==> config.mk <==
export PLATFORM = sky130hd
export DESIGN_NAME = ntwa_normalize
export DESIGN_NICKNAME = d
export VERILOG_FILES = /design/src/rtl/ntwa_pkg.sv /design/src/rtl/ntwa_normalize.sv
export SDC_FILE = /design/constraint.sdc
export NUM_CORES = 1
export LEC_CHECK = 0
export BUFFER_PORTS_ARGS = -buffer_cell sky130_fd_sc_hd__buf_2
export CORE_UTILIZATION = 40
export CTS_BUF_LIST = sky130_fd_sc_hd__clkbuf_16
export DETAILED_ROUTE_END_ITERATION = 8
export GPL_TIMING_DRIVEN = 0
export PLACE_DENSITY = 0.82
export SKIP_LAST_GASP = 1
export SLEW_MARGIN = 20
export SYNTH_ARGS = -nofsm -noshare
export SYNTH_HDL_FRONTEND = slang
export SYNTH_SLANG_ARGS = --single-unit
==> constraint.sdc <==
create_clock -name clock -period 2.4 [get_ports clock]
set_clock_uncertainty 0.05 [all_clocks]
set_input_delay 0.48 -clock clock [delete_from_list [all_inputs] [get_ports clock]]
set_output_delay 0.48 -clock clock [all_outputs]
set_load 0.01 [all_outputs]
==> src/rtl/ntwa_pkg.sv <==
// ---------------------------------------------------------------------------
// ntwa_pkg
// Shared types and constants for the node name table with aging.
// ---------------------------------------------------------------------------
package ntwa_pkg;

   localparam int NAME_BITS = 160;
   localparam int AGE_BITS  = 16;
   localparam int ADDR_BITS = 8;

   typedef enum logic [2:0] {
      CMD_ADD    = 3'd0,
      CMD_REMOVE = 3'd1,
      CMD_FIND   = 3'd2,
      CMD_LOOKUP = 3'd3,
      CMD_TICK   = 3'd4
   } cmd_type;

   typedef enum logic [1:0] {
      ST_OK       = 2'd0,
      ST_REJECTED = 2'd1,
      ST_NOTFOUND = 2'd2
   } status_type;

   localparam logic [1:0] CSR_DEAD_AGE = 2'd0;
   localparam logic [1:0] CSR_MIN_ADDR = 2'd1;
   localparam logic [1:0] CSR_MAX_ADDR = 2'd2;

   // Result fields handed from the sequencer to the output register.
   typedef struct packed {
      logic                 strobe;
      logic [1:0]           status;
      logic [ADDR_BITS-1:0] address;
      logic [NAME_BITS-1:0] name;
      logic                 expired;
   } rsp_type;

endpackage

==> src/rtl/ntwa_normalize.sv <==
// ---------------------------------------------------------------------------
// ntwa_normalize
// Registers an incoming name, cutting it at its first zero character and
// beyond the configured name length.
// ---------------------------------------------------------------------------
module ntwa_normalize #(
   parameter int NAME_CHARS = 20
) (
   input  logic                          clock,
   input  logic                          load,
   input  logic [ntwa_pkg::NAME_BITS-1:0] raw_name,
   output logic [ntwa_pkg::NAME_BITS-1:0] norm_name
);
   import ntwa_pkg::*;

   localparam int SLOTS = NAME_BITS / 8;

   logic [NAME_BITS-1:0] norm_ff;
   logic [NAME_BITS-1:0] norm_in;
   logic [SLOTS-1:0]     ended;

   // Slot 0 sits in the top byte; the "ended" chain runs downward.
   always_comb begin
      for (int k = 0; k < SLOTS; k++) begin
         ended[k] = (raw_name[NAME_BITS-1-8*k -: 8] == 8'd0) || (k >= NAME_CHARS);
         if (k > 0) begin
            ended[k] = ended[k] | ended[k-1];
         end
         norm_in[NAME_BITS-1-8*k -: 8] = ended[k] ? 8'd0 : raw_name[NAME_BITS-1-8*k -: 8];
      end
   end

   always_ff @(posedge clock) begin
      if (load) begin
         norm_ff <= norm_in;
      end
   end

   assign norm_name = norm_ff;

endmodule

# Word-level counts from Yosys, hierarchy flattened

Index checks and enable logic that the tools add are counted.

Bitwise gates (word level): 19
Reductions and logical operators: 20

Operator list:

| operator        | number |
|---|---|
| zero test 8 bit | 20 |
| OR 1 bit        | 19 |

Register bits after elaboration: 160
Input port bits: 162
Logic and storage cells: 59

# Depth between registers and ports, before layout

Gate-level depths: netlist (run 1).

Depth after elaboration: 20
Mapped depth: 8
Depth with buffers taken out: 5

# Least setup slack after synthesis (run 1)

OpenSTA, ideal clock, no wires.

Path kind: input to register
Start point: input port raw_name[93] in the netlist's numbering
End point: register norm_ff[24], in the netlist norm_name[24] (data pin)
Required time: 2.094 ns
Setup time: 0.256 ns
Setup slack: 0.416 ns
Stages: 6
Arrival: 1.679 ns
Cells stage by stage: or4_1 -> nor2_1 -> a21oi_1 -> and4_4 -> clkbuf_1 -> and4_1

Cells in the longest elaborated chain, start to end: 10

RTL lines:

| item                  | line                 | text |
|---|---|---|
| from (decl)           | ntwa_normalize.sv:11 | `input logic [ntwa_pkg::NAME_BITS-1:0] raw_name,` |
| zero test 8 bit       | ntwa_normalize.sv:25 | `ended[k] = (raw_name[NAME_BITS-1-8*k -: 8] == 8'd0) \|\| (k >= NAME_CHARS);` |
| OR 1 bit (9 in a row) | ntwa_normalize.sv:27 | `ended[k] = ended[k] \| ended[k-1];` |
| to (signal assigned)  | ntwa_normalize.sv:35 | `norm_ff <= norm_in;` |
| to (decl)             | ntwa_normalize.sv:18 | `logic [NAME_BITS-1:0] norm_ff;` |

No other way between the ends.
A chain may end at the register's enable or synchronous reset.

# Worst setup path after layout (run 1)

Start point: input port raw_name[155] in the netlist's numbering
End point: register norm_ff[61], in the netlist norm_name[61] (data pin)

Cells in the longest elaborated chain, start to end: 13

RTL lines:

| item                   | line |
|---|---|
| zero test 8 bit        | ntwa_normalize.sv:25 |
| OR 1 bit (12 in a row) | ntwa_normalize.sv:27 |

No other way between the ends.

==> metrics.md, run 1 <==
| Metric | Value |
|---|---|
| Met3 Wirelength | `1270 um` |
| Maximum VDD drop | `420 uV` |
| Initial Util | `0.413` |
| Worst hold slack | `0.277 ns` |
| Status | `complete, no violations` |
| Area grow syn2layout | `38.5%` |
| CP Data Arrival Time | `2.12 ns` |
| Die footprint | `17000 um^2` |
| Crit path capture type | `flop` |
| Port Buffers | `321` |
| Layout cells sized above 1 | `0.463` |
| Highest routed layer | `met4` |
| Nets@finish | `968` |
| Multi-input gate area | `1550 um^2` |
| Post-Synth Simple-Gate Area | `0.231` |
| CTS Sinks | `160` |
| DRT Pass-1 Iters | `4` |
| WL/cell | `16.9 um` |
| Vias in the first global route | `4859` |
| CTS Buffer Depth | `2` |
| DR vias/cell | `5.02` |
| Cells after Synth | `465` |
| Seq/Total Area, Yosys | `0.727` |
| Slew headroom | `0.633` |
| Initial antenna violation count | `1` |
| CP max FO | `10` |
| Max stage delay on crit path | `0.32 ns` |
| Pwr Density | `772 nW/um^2` |
| Root Buffer | `clkbuf_16` |
| DRT antenna net count | `0` |
| Dpl cell area | `8520 um^2` |
| Syn Area/Cell | `14.2 um^2` |
| Synth warn | `0` |
| Most frequent CP cell | `buf_2` |
| Most common cell after layout, fill and taps aside | `buf_2` |
| Compound-Gate Fraction of Synth Area | `0.00341` |
| Ratio of final minimum period to clock period | `0.845` |
| CTS clk-pin slew, worst paths | `0.07 ns` |
| Sequential cell area | `4800 um^2` |
| Multiplexer share of the synthesized area | `0` |
| Max-slew violations | `0` |
| Setup TNS | `0 ns` |
| Setup crit end | `norm_name[61]$_SDFFCE_PP0P_` |
| Most frequent cells in the layout | `buf_2, edfxtp_1, and2_1` |
| CTS Buf Count | `17` |
| Slew @ Worst Pin | `0.551 ns` |
| Final HPWL DP | `13700 um` |
| Vias | `5191` |
| Filler instances | `1302` |
| Adder-Cell Fraction of Synth Area | `0` |
| Netlist cell types | `22` |
| CTS H-tree lvls | `4` |
| Maxcap violations | `0` |
| DRC violations left | `0` |
| Post-CTS sizing | `0` |
| Global-route wire length before repair | `25300 um` |
| CORE AREA | `16000 um^2` |
| Unrepaired setup endpoints after global routing | `false` |
| Final Hold Viols | `0` |
| TritonCTS clock tree | `done` |
| FP Rows | `46` |
| Largest net degree at the start of global routing | `108` |
| Leak pwr | `3.95 nW` |
| Die Ht | `131 um` |
| Synth Register Bits | `160` |
| Finished Layout Cells | `1035` |
| Iter 0 DRT Violations | `344` |
| Met2 WL post-DR | `8590 um` |
| Final setup violation count | `0` |
| GRT Overall Usage | `0.202` |
| Grt ovf | `0` |
| Metal1 wirelength | `6950 um` |
| Hold_buf cts | `0` |
| WS Path Type | `primary input to flop` |
| Post-Route WL | `17500 um` |
| CP required | `2.50 ns` |
| Design Area, Final | `9150 um^2` |
| Ports | `322` |
| Mapped Area | `6610 um^2` |
| Gpl congestion | `0.848` |
| Die width | `131 um` |
| Combinational family with the most area after synthesis | `simple AND/OR/NAND/NOR gates` |
| Crit path from | `raw_name[155]` |
| F_max | `0.493 GHz` |
| Worst Setup Start Kind | `primary input` |
| Post-Synth XOR/XNOR Area | `0` |
| Post-CTS Setup Repair Bufs | `0` |
| Placed cell count | `1003` |
| Crit path max-delay cell type | `nor4_1` |
| Hold Crit Class | `primary input to flop` |
| Largest register FFs | `160` |
| Tmin final | `2.03 ns` |
| Synthesized net count | `627` |
| CP cell instances | `buf_2, nor4_1, nand2_1, and3_1, buf_2, nand3_2, buf_6, buf_4, nor3_1` |
==> power by group <==
group	switching (mW)	internal (mW)	leakage, nW
Combinational	0.440	0.349	2.07
Clock	1.11	1.76	0.308
Sequential	0.0551	3.35	1.56
Total	1.60	5.46	3.95
==> cell usage after synthesis <==
cell type | instances | share of area
a21boi_1 | 1 | 0.0011
a21oi_1 | 3 | 0.0023
and2_1 | 65 | 0.062
and3_1 | 26 | 0.025
and3_4 | 2 | 0.0034
and4_1 | 16 | 0.021
and4_4 | 1 | 0.0017
buf_2 | 8 | 0.0061
buf_4 | 3 | 0.0034
buf_6 | 2 | 0.0034
clkbuf_1 | 20 | 0.011
edfxtp_1 | 160 | 0.73
inv_1 | 24 | 0.014
nand2_1 | 20 | 0.011
nand3_1 | 17 | 0.013
nand3_2 | 1 | 0.0015
nor2_1 | 6 | 0.0034
nor3_1 | 41 | 0.031
nor4_1 | 28 | 0.027
nor4_2 | 8 | 0.015
nor4_4 | 1 | 0.0032
or4_1 | 12 | 0.014
==> logic make-up after synthesis <==
| group | Yosys count |
|---|---|
| buf+inv | 57 |
| flops | 160 |
| compound gates | 4 |
| simple gates | 244 |
==> layer usage <==
layer | vias to the layer above | GRT usage
met5 | - | 0
met1 | 2440 | 0.240
met2 | 265 | 0.332
met4 | 0 | 0.112
met3 | 52 | 0.0550
li1 | 2434 | -
==> critical path: cells and delay by family <==
family / cells / cell delay (ns)
buffers and inverters: 4 / 0.66
AND/OR/NAND/NOR: 5 / 0.97
==> layout make-up <==
cell class,instances,area share
inverter,24,0.00984
timing repair buffer,322,0.180
tap,216,0.0295
clock inverter,14,0.0223
clock buffer,17,0.0465
multi-input combinational,248,0.169
buffer,33,0.0175
sequential,160,0.525
antenna,1,0.000273
==> worst min path at each step <==
stage	start	to	slack [ns]	cells after the start
floorplan	load	norm_name[0]$_SDFFCE_PP0P_	0.54	0
CTS	raw_name[157]	norm_name[157]$_SDFFCE_PP0P_	0.26	2
detailed placement	raw_name[157]	norm_name[157]$_SDFFCE_PP0P_	0.70	2
global placement	raw_name[158]	norm_name[158]$_SDFFCE_PP0P_	0.70	2
global route	raw_name[158]	norm_name[158]$_SDFFCE_PP0P_	0.26	2
finish	raw_name[157]	norm_name[157]$_SDFFCE_PP0P_	0.28	2
==> per-stage QoR <==
stage	setup WS [ns]	total power, mW	util
floorplan	0.416	3.76	-
global placement	-1.08	4.24	0.530
detailed placement	-0.0750	4.26	0.532
CTS	0.369	7.11	0.572
global route	0.206	7.30	0.572
finish	0.372	7.06	0.572
Power figures use the tool's default switching activity.
==> run 2, diff against run 1 <==
--- a/config.mk
+++ b/config.mk
@@ -10,7 +10,7 @@
 export CTS_BUF_LIST = sky130_fd_sc_hd__clkbuf_16
 export DETAILED_ROUTE_END_ITERATION = 8
 export GPL_TIMING_DRIVEN = 0
-export PLACE_DENSITY = 0.82
+export PLACE_DENSITY = 0.85
 export SKIP_LAST_GASP = 1
 export SLEW_MARGIN = 20
 export SYNTH_ARGS = -nofsm -noshare
==> constraint.sdc (replaced) <==
create_clock -name clock -period 1.7 [get_ports clock]
set_clock_uncertainty 0.05 [all_clocks]
set_input_delay 0.34 -clock clock [delete_from_list [all_inputs] [get_ports clock]]
set_output_delay 0.34 -clock clock [all_outputs]
set_load 0.01 [all_outputs]
==> metrics.md, run 2 (synthesis gave the netlist of run 1 again) <==
| Metric | Value |
|---|---|
| Status | `complete, no violations` |
| Initial antenna violation count | `4` |
| Pwr Density | `1030 nW/um^2` |
| F_max | `0.597 GHz` |
| CP cell instances | `buf_2, or4_1, nor2_2, a21oi_1, clkbuf_4, nand3_1, nor3_1` |
| Reg power frac | `0.494` |
| Cell family with most CP delay | `simple AND/OR/NAND/NOR gates` |
| Vias in the first global route | `4843` |
| Root Buffer | `clkbuf_16` |
| Worst Setup Start Kind | `primary input` |
| Design Area, Final | `9480 um^2` |
| CORE AREA | `16000 um^2` |
| FP Rows | `46` |
| Die width | `131 um` |
| Post-Route WL | `17600 um` |
| Vias | `5183` |
| Worst Hold Endpoint | `norm_name[155]$_SDFFCE_PP0P_` |
| Slew @ Worst Pin | `0.633 ns` |
| GRT Overall Usage | `0.206` |
| DRT Pass-1 Iters | `5` |
| Pre-CTS setup slack | `-0.507 ns` |
| Comb pwr share | `0.121` |
| Port Buffers | `321` |
| Sw Pwr | `2.30 mW` |
| Switching part of the total | `0.236` |
| DR vias/cell | `4.98` |
| Unrepaired setup endpoints after global routing | `true` |
| Final setup violation count | `0` |
| Crit path capture type | `flop` |
| Die footprint | `17000 um^2` |
| Hold Crit Depth | `2` |
| Die Ht | `131 um` |
| Power after layout | `9.73 mW` |
| CTS Buf Count | `17` |
| Initial Util | `0.413` |
| Min-Delay Startpoint | `raw_name[155]` |
| CP max FO | `10` |
| TritonCTS clock tree | `done` |
| Most common cell after layout, fill and taps aside | `buf_2` |
| Dpl cell area | `8800 um^2` |
| Setup ws final | `0.0252 ns` |
| CP required | `1.80 ns` |
| Internal power | `7.43 mW` |
| DRC violations left | `0` |
| Largest register FFs | `160` |
| Leak pwr | `4.02 nW` |
| DRT antenna net count | `0` |
| Max-slew violations | `0` |
| CTS Buffer Depth | `2` |
| CTS H-tree lvls | `4` |
| Max stage delay on crit path | `0.55 ns` |
| CTS Sinks | `160` |
| Crit path max-delay cell type | `or4_1` |
| Layout cells sized above 1 | `0.523` |
| Hold_buf cts | `0` |
| Maximum VDD drop | `629 uV` |
| Global-route wire length before repair | `25900 um` |
| Grt ovf | `0` |
| Ports | `322` |
| CP Data Arrival Time | `1.78 ns` |
| Largest net degree at the start of global routing | `108` |
| WL/cell | `17.0 um` |
| Tmin final | `1.67 ns` |
| Maxcap violations | `0` |
| Nets@finish | `971` |
| Hold Crit Class | `primary input to flop` |
| CP bufs+invs | `2` |
| Final HPWL DP | `13700 um` |
| Worst hold slack | `0.171 ns` |
| Ratio of final minimum period to clock period | `0.985` |
| Iter 0 DRT Violations | `397` |
| Final Hold Viols | `0` |
| WS Path Type | `primary input to flop` |
| Gpl congestion | `0.875` |
| Slew headroom | `0.578` |
| Area grow syn2layout | `43.5%` |
| CTS clk-pin slew, worst paths | `0.07 ns` |
| Clock share of power | `0.385` |
| Most frequent cells in the layout | `buf_2, edfxtp_1, and2_1` |
-- run 2: changes by cell type in the layout (fill, tap and decap cells not counted), moves of 4 or more --
cell,previous run,this run
nor3_1,41,20
nor2_4,0,4
nor4_1,28,22
buf_2,328,322
nor4_4,1,5
nor2_1,6,1
nor3_2,0,21
clkbuf_2,0,4
clkbuf_8,0,4
clkbuf_1,20,11
clkinvlp_4,1,5
-- run 2: layout make-up --
cell class	instances	area, um^2
clock buffers	17	425
inverters	24	90.1
repair buffers	325	1670
well taps	216	270
multi-input cells	248	1790
flip-flops and latches	160	4800
fillers	1252	6520
clock inverters	15	159
diodes	3	7.51
plain buffers	33	268
-- run 2: routing by layer --
| metal | share of wire | track usage | vias up |
|---|---|---|---|
| met1 | 0.39 | 0.250 | 2452 |
| li1 | - | - | 2452 |
| met3 | 0.073 | 0.0611 | 36 |
| met4 | 0.025 | 0.0805 | 2 |
| met5 | 0.00062 | 0 | - |
| met2 | 0.51 | 0.344 | 241 |
-- run 2: metrics by stage --
stage | utilization | cells | setup TNS (ns)
2_1_floorplan | - | 465 | -4.96
3_3_place_gp | 0.548 | 1002 | -306.21
3_5_place_dp | 0.550 | 1003 | -50.40
4_1_cts | 0.588 | 1035 | 0
5_1_grt | 0.593 | 1041 | -0.0832
6_report | 0.593 | 1041 | 0
-- run 2: worst max path at each step --
stage                     cells after the start  slack [ns]           from                          end
after floorplan                               6       -0.08   raw_name[90]  norm_name[24]$_SDFFCE_PP0P_
after global placement                        1       -1.64           load  norm_name[37]$_SDFFCE_PP0P_
after detailed placement                      6       -0.51   raw_name[45]  norm_name[35]$_SDFFCE_PP0P_
after CTS                                     9       0.009  raw_name[159]  norm_name[57]$_SDFFCE_PP0P_
after global routing                          7       -0.02   raw_name[75]   norm_name[0]$_SDFFCE_PP0P_
final                                         7        0.03   raw_name[29]  norm_name[22]$_SDFFCE_PP0P_
-- run 2: what timing repair did --
item	in CTS	in global routing
buffers inserted	0	3
endpoints found under the setup margin	56	60
resized for setup	4	18
endpoints found under the hold margin	0	0
pin swaps	1	2
-- run 2: power by group through the flow --
stage	registers [mW]	clock network, mW	logic [mW]
final	4.81	3.75	1.17
after detailed placement	4.89	0	1.17
after CTS	4.81	3.82	1.18
after global placement	4.89	0	1.13
after floorplan	5.09	0	0.259
after global routing	4.84	3.98	1.27
==> run 3, diff against run 2 <==
--- a/config.mk
+++ b/config.mk
@@ -8,9 +8,11 @@
 export BUFFER_PORTS_ARGS = -buffer_cell sky130_fd_sc_hd__buf_2
 export CORE_UTILIZATION = 40
 export CTS_BUF_LIST = sky130_fd_sc_hd__clkbuf_16
+export CTS_CLUSTER_SIZE = 30
 export DETAILED_ROUTE_END_ITERATION = 8
 export GPL_TIMING_DRIVEN = 0
 export PLACE_DENSITY = 0.85
+export SETUP_SLACK_MARGIN = 0.5
 export SKIP_LAST_GASP = 1
 export SLEW_MARGIN = 20
 export SYNTH_ARGS = -nofsm -noshare
==> metrics.md, run 3 (synthesis gave the netlist of run 1 again) <==
| Metric | Value |
|---|---|
| Nets@finish | `993` |
| Largest register FFs | `160` |
| Unrepaired setup endpoints after global routing | `true` |
| DRT antenna net count | `0` |
| Placed cell count | `1003` |
| CP Data Arrival Time | `1.72 ns` |
| WL/cell | `19.1 um` |
| Root Buffer | `clkbuf_16` |
| Gpl congestion | `0.820` |
| GRT Overall Usage | `0.219` |
| CTS Buf Count | `17` |
| Post-Route WL | `20200 um` |
| Leak pwr | `4.47 nW` |
| Final Hold Viols | `0` |
| Ports | `322` |
| Most frequent cells in the layout | `buf_2, edfxtp_1, and2_4` |
| Initial Util | `0.413` |
| F_max | `0.628 GHz` |
| Worst hold slack | `0.138 ns` |
| Largest net degree at the start of global routing | `90` |
| Maximum VDD drop | `619 uV` |
| Die width | `131 um` |
| Final core utilization | `0.661` |
| Initial antenna violation count | `0` |
| Die footprint | `17000 um^2` |
| Most common cell after layout, fill and taps aside | `buf_2` |
| Slew headroom | `0.489` |
| CTS Sinks | `160` |
| CTS H-tree lvls | `4` |
| DR vias/cell | `5.14` |
| TritonCTS clock tree | `done` |
| Pre-CTS setup slack | `-0.498 ns` |
| Slew @ Worst Pin | `0.759 ns` |
| Crit path capture type | `flop` |
| Layout cells sized above 1 | `0.646` |
| Worst Setup Start Kind | `primary input` |
| FP Rows | `46` |
| CORE AREA | `16000 um^2` |
| Final HPWL DP | `13700 um` |
| Ratio of final minimum period to clock period | `0.936` |
| Pwr Density | `933 nW/um^2` |
| Power after layout | `9.87 mW` |
| Vias in the first global route | `5330` |
| Hold_buf cts | `0` |
| Maxcap violations | `0` |
| Grt ovf | `0` |
| Die Ht | `131 um` |
| Max-slew violations | `0` |
| Tmin final | `1.59 ns` |
| DRC violations left | `0` |
| DRT Pass-1 Iters | `4` |
| WS Path Type | `primary input to flop` |
| Iter 0 DRT Violations | `289` |
| Finished Layout Cells | `1060` |
| CP max FO | `10` |
| CTS Buffer Depth | `2` |
| CTS clk-pin slew, worst paths | `0.07 ns` |
| Antenna cells | `0` |
| Area grow syn2layout | `60.1%` |
| Status | `complete, no violations` |
| Vias | `5449` |
| Final setup violation count | `0` |
| Port Buffers | `321` |
| Global-route wire length before repair | `27500 um` |
| Hold Crit Class | `primary input to flop` |
| Setup ws final | `0.109 ns` |
| CP required | `1.83 ns` |
==> run 3: per-stage QoR <==
| step | area [um^2] | setup TNS [ns] |
|---|---|---|
| 6_report | 10600 | 0 |
| 5_1_grt | 10600 | 0 |
| 4_1_cts | 9990 | 0 |
| 3_5_place_dp | 8890 | -44.13 |
| 3_3_place_gp | 8860 | -312.46 |
| 2_1_floorplan | 6980 | -4.93 |
==> run 3: critical path: stages <==
cell and delay [ns]:
buf_6 0.09, or4_4 0.53, nor2_4 0.12, a21oi_2 0.07
and4_4 0.22, clkbuf_8 0.17, and4_1 0.15
==> run 3: path summary, 6_finish.rpt <==
kind / end / slack (ns) / from / cells past startpoint
setup / recovery: norm_name[30]$_SDFFCE_PP0P_ / 0.11 / raw_name[90] / 7
hold / removal: norm_name[154]$_SDFFCE_PP0P_ / 0.14 / raw_name[154] / 2
==> run 3: power breakdown <==
group / internal (mW) / switching (mW)
Combinational: 0.688 / 0.716
Clock: 2.02 / 1.63
Sequential: 4.73 / 0.0801
Total: 7.44 / 2.42
==> run 3: cell type report <==
| class | count | area, um^2 |
|---|---|---|
| inverters | 24 | 90.1 |
| plain buffers | 33 | 392 |
| well taps | 216 | 270 |
| clock buffers | 17 | 425 |
| repair buffers | 347 | 2210 |
| flip-flops and latches | 160 | 4800 |
| clock inverters | 15 | 135 |
| fillers | 1168 | 5420 |
| multi-input cells | 248 | 2250 |
==> run 3: what timing repair did <==
item / 4_1_cts / 5_1_grt
pin swaps: 19 / 16
gates resized for setup: 105 / 89
setup buffers: 8 / 3
cloned: 6 / 8
endpoints found under the setup margin: 368 / 303
==> run 3: metal layers <==
| metal | GRT usage | wire length [um] | vias to the layer above |
|---|---|---|---|
| met5 | 0 | 0 | - |
| met2 | 0.388 | 10600 | 292 |
| met1 | 0.242 | 7520 | 2610 |
| li1 | - | - | 2488 |
| met4 | 0.105 | 804 | 0 |
| met3 | 0.0611 | 1270 | 59 |
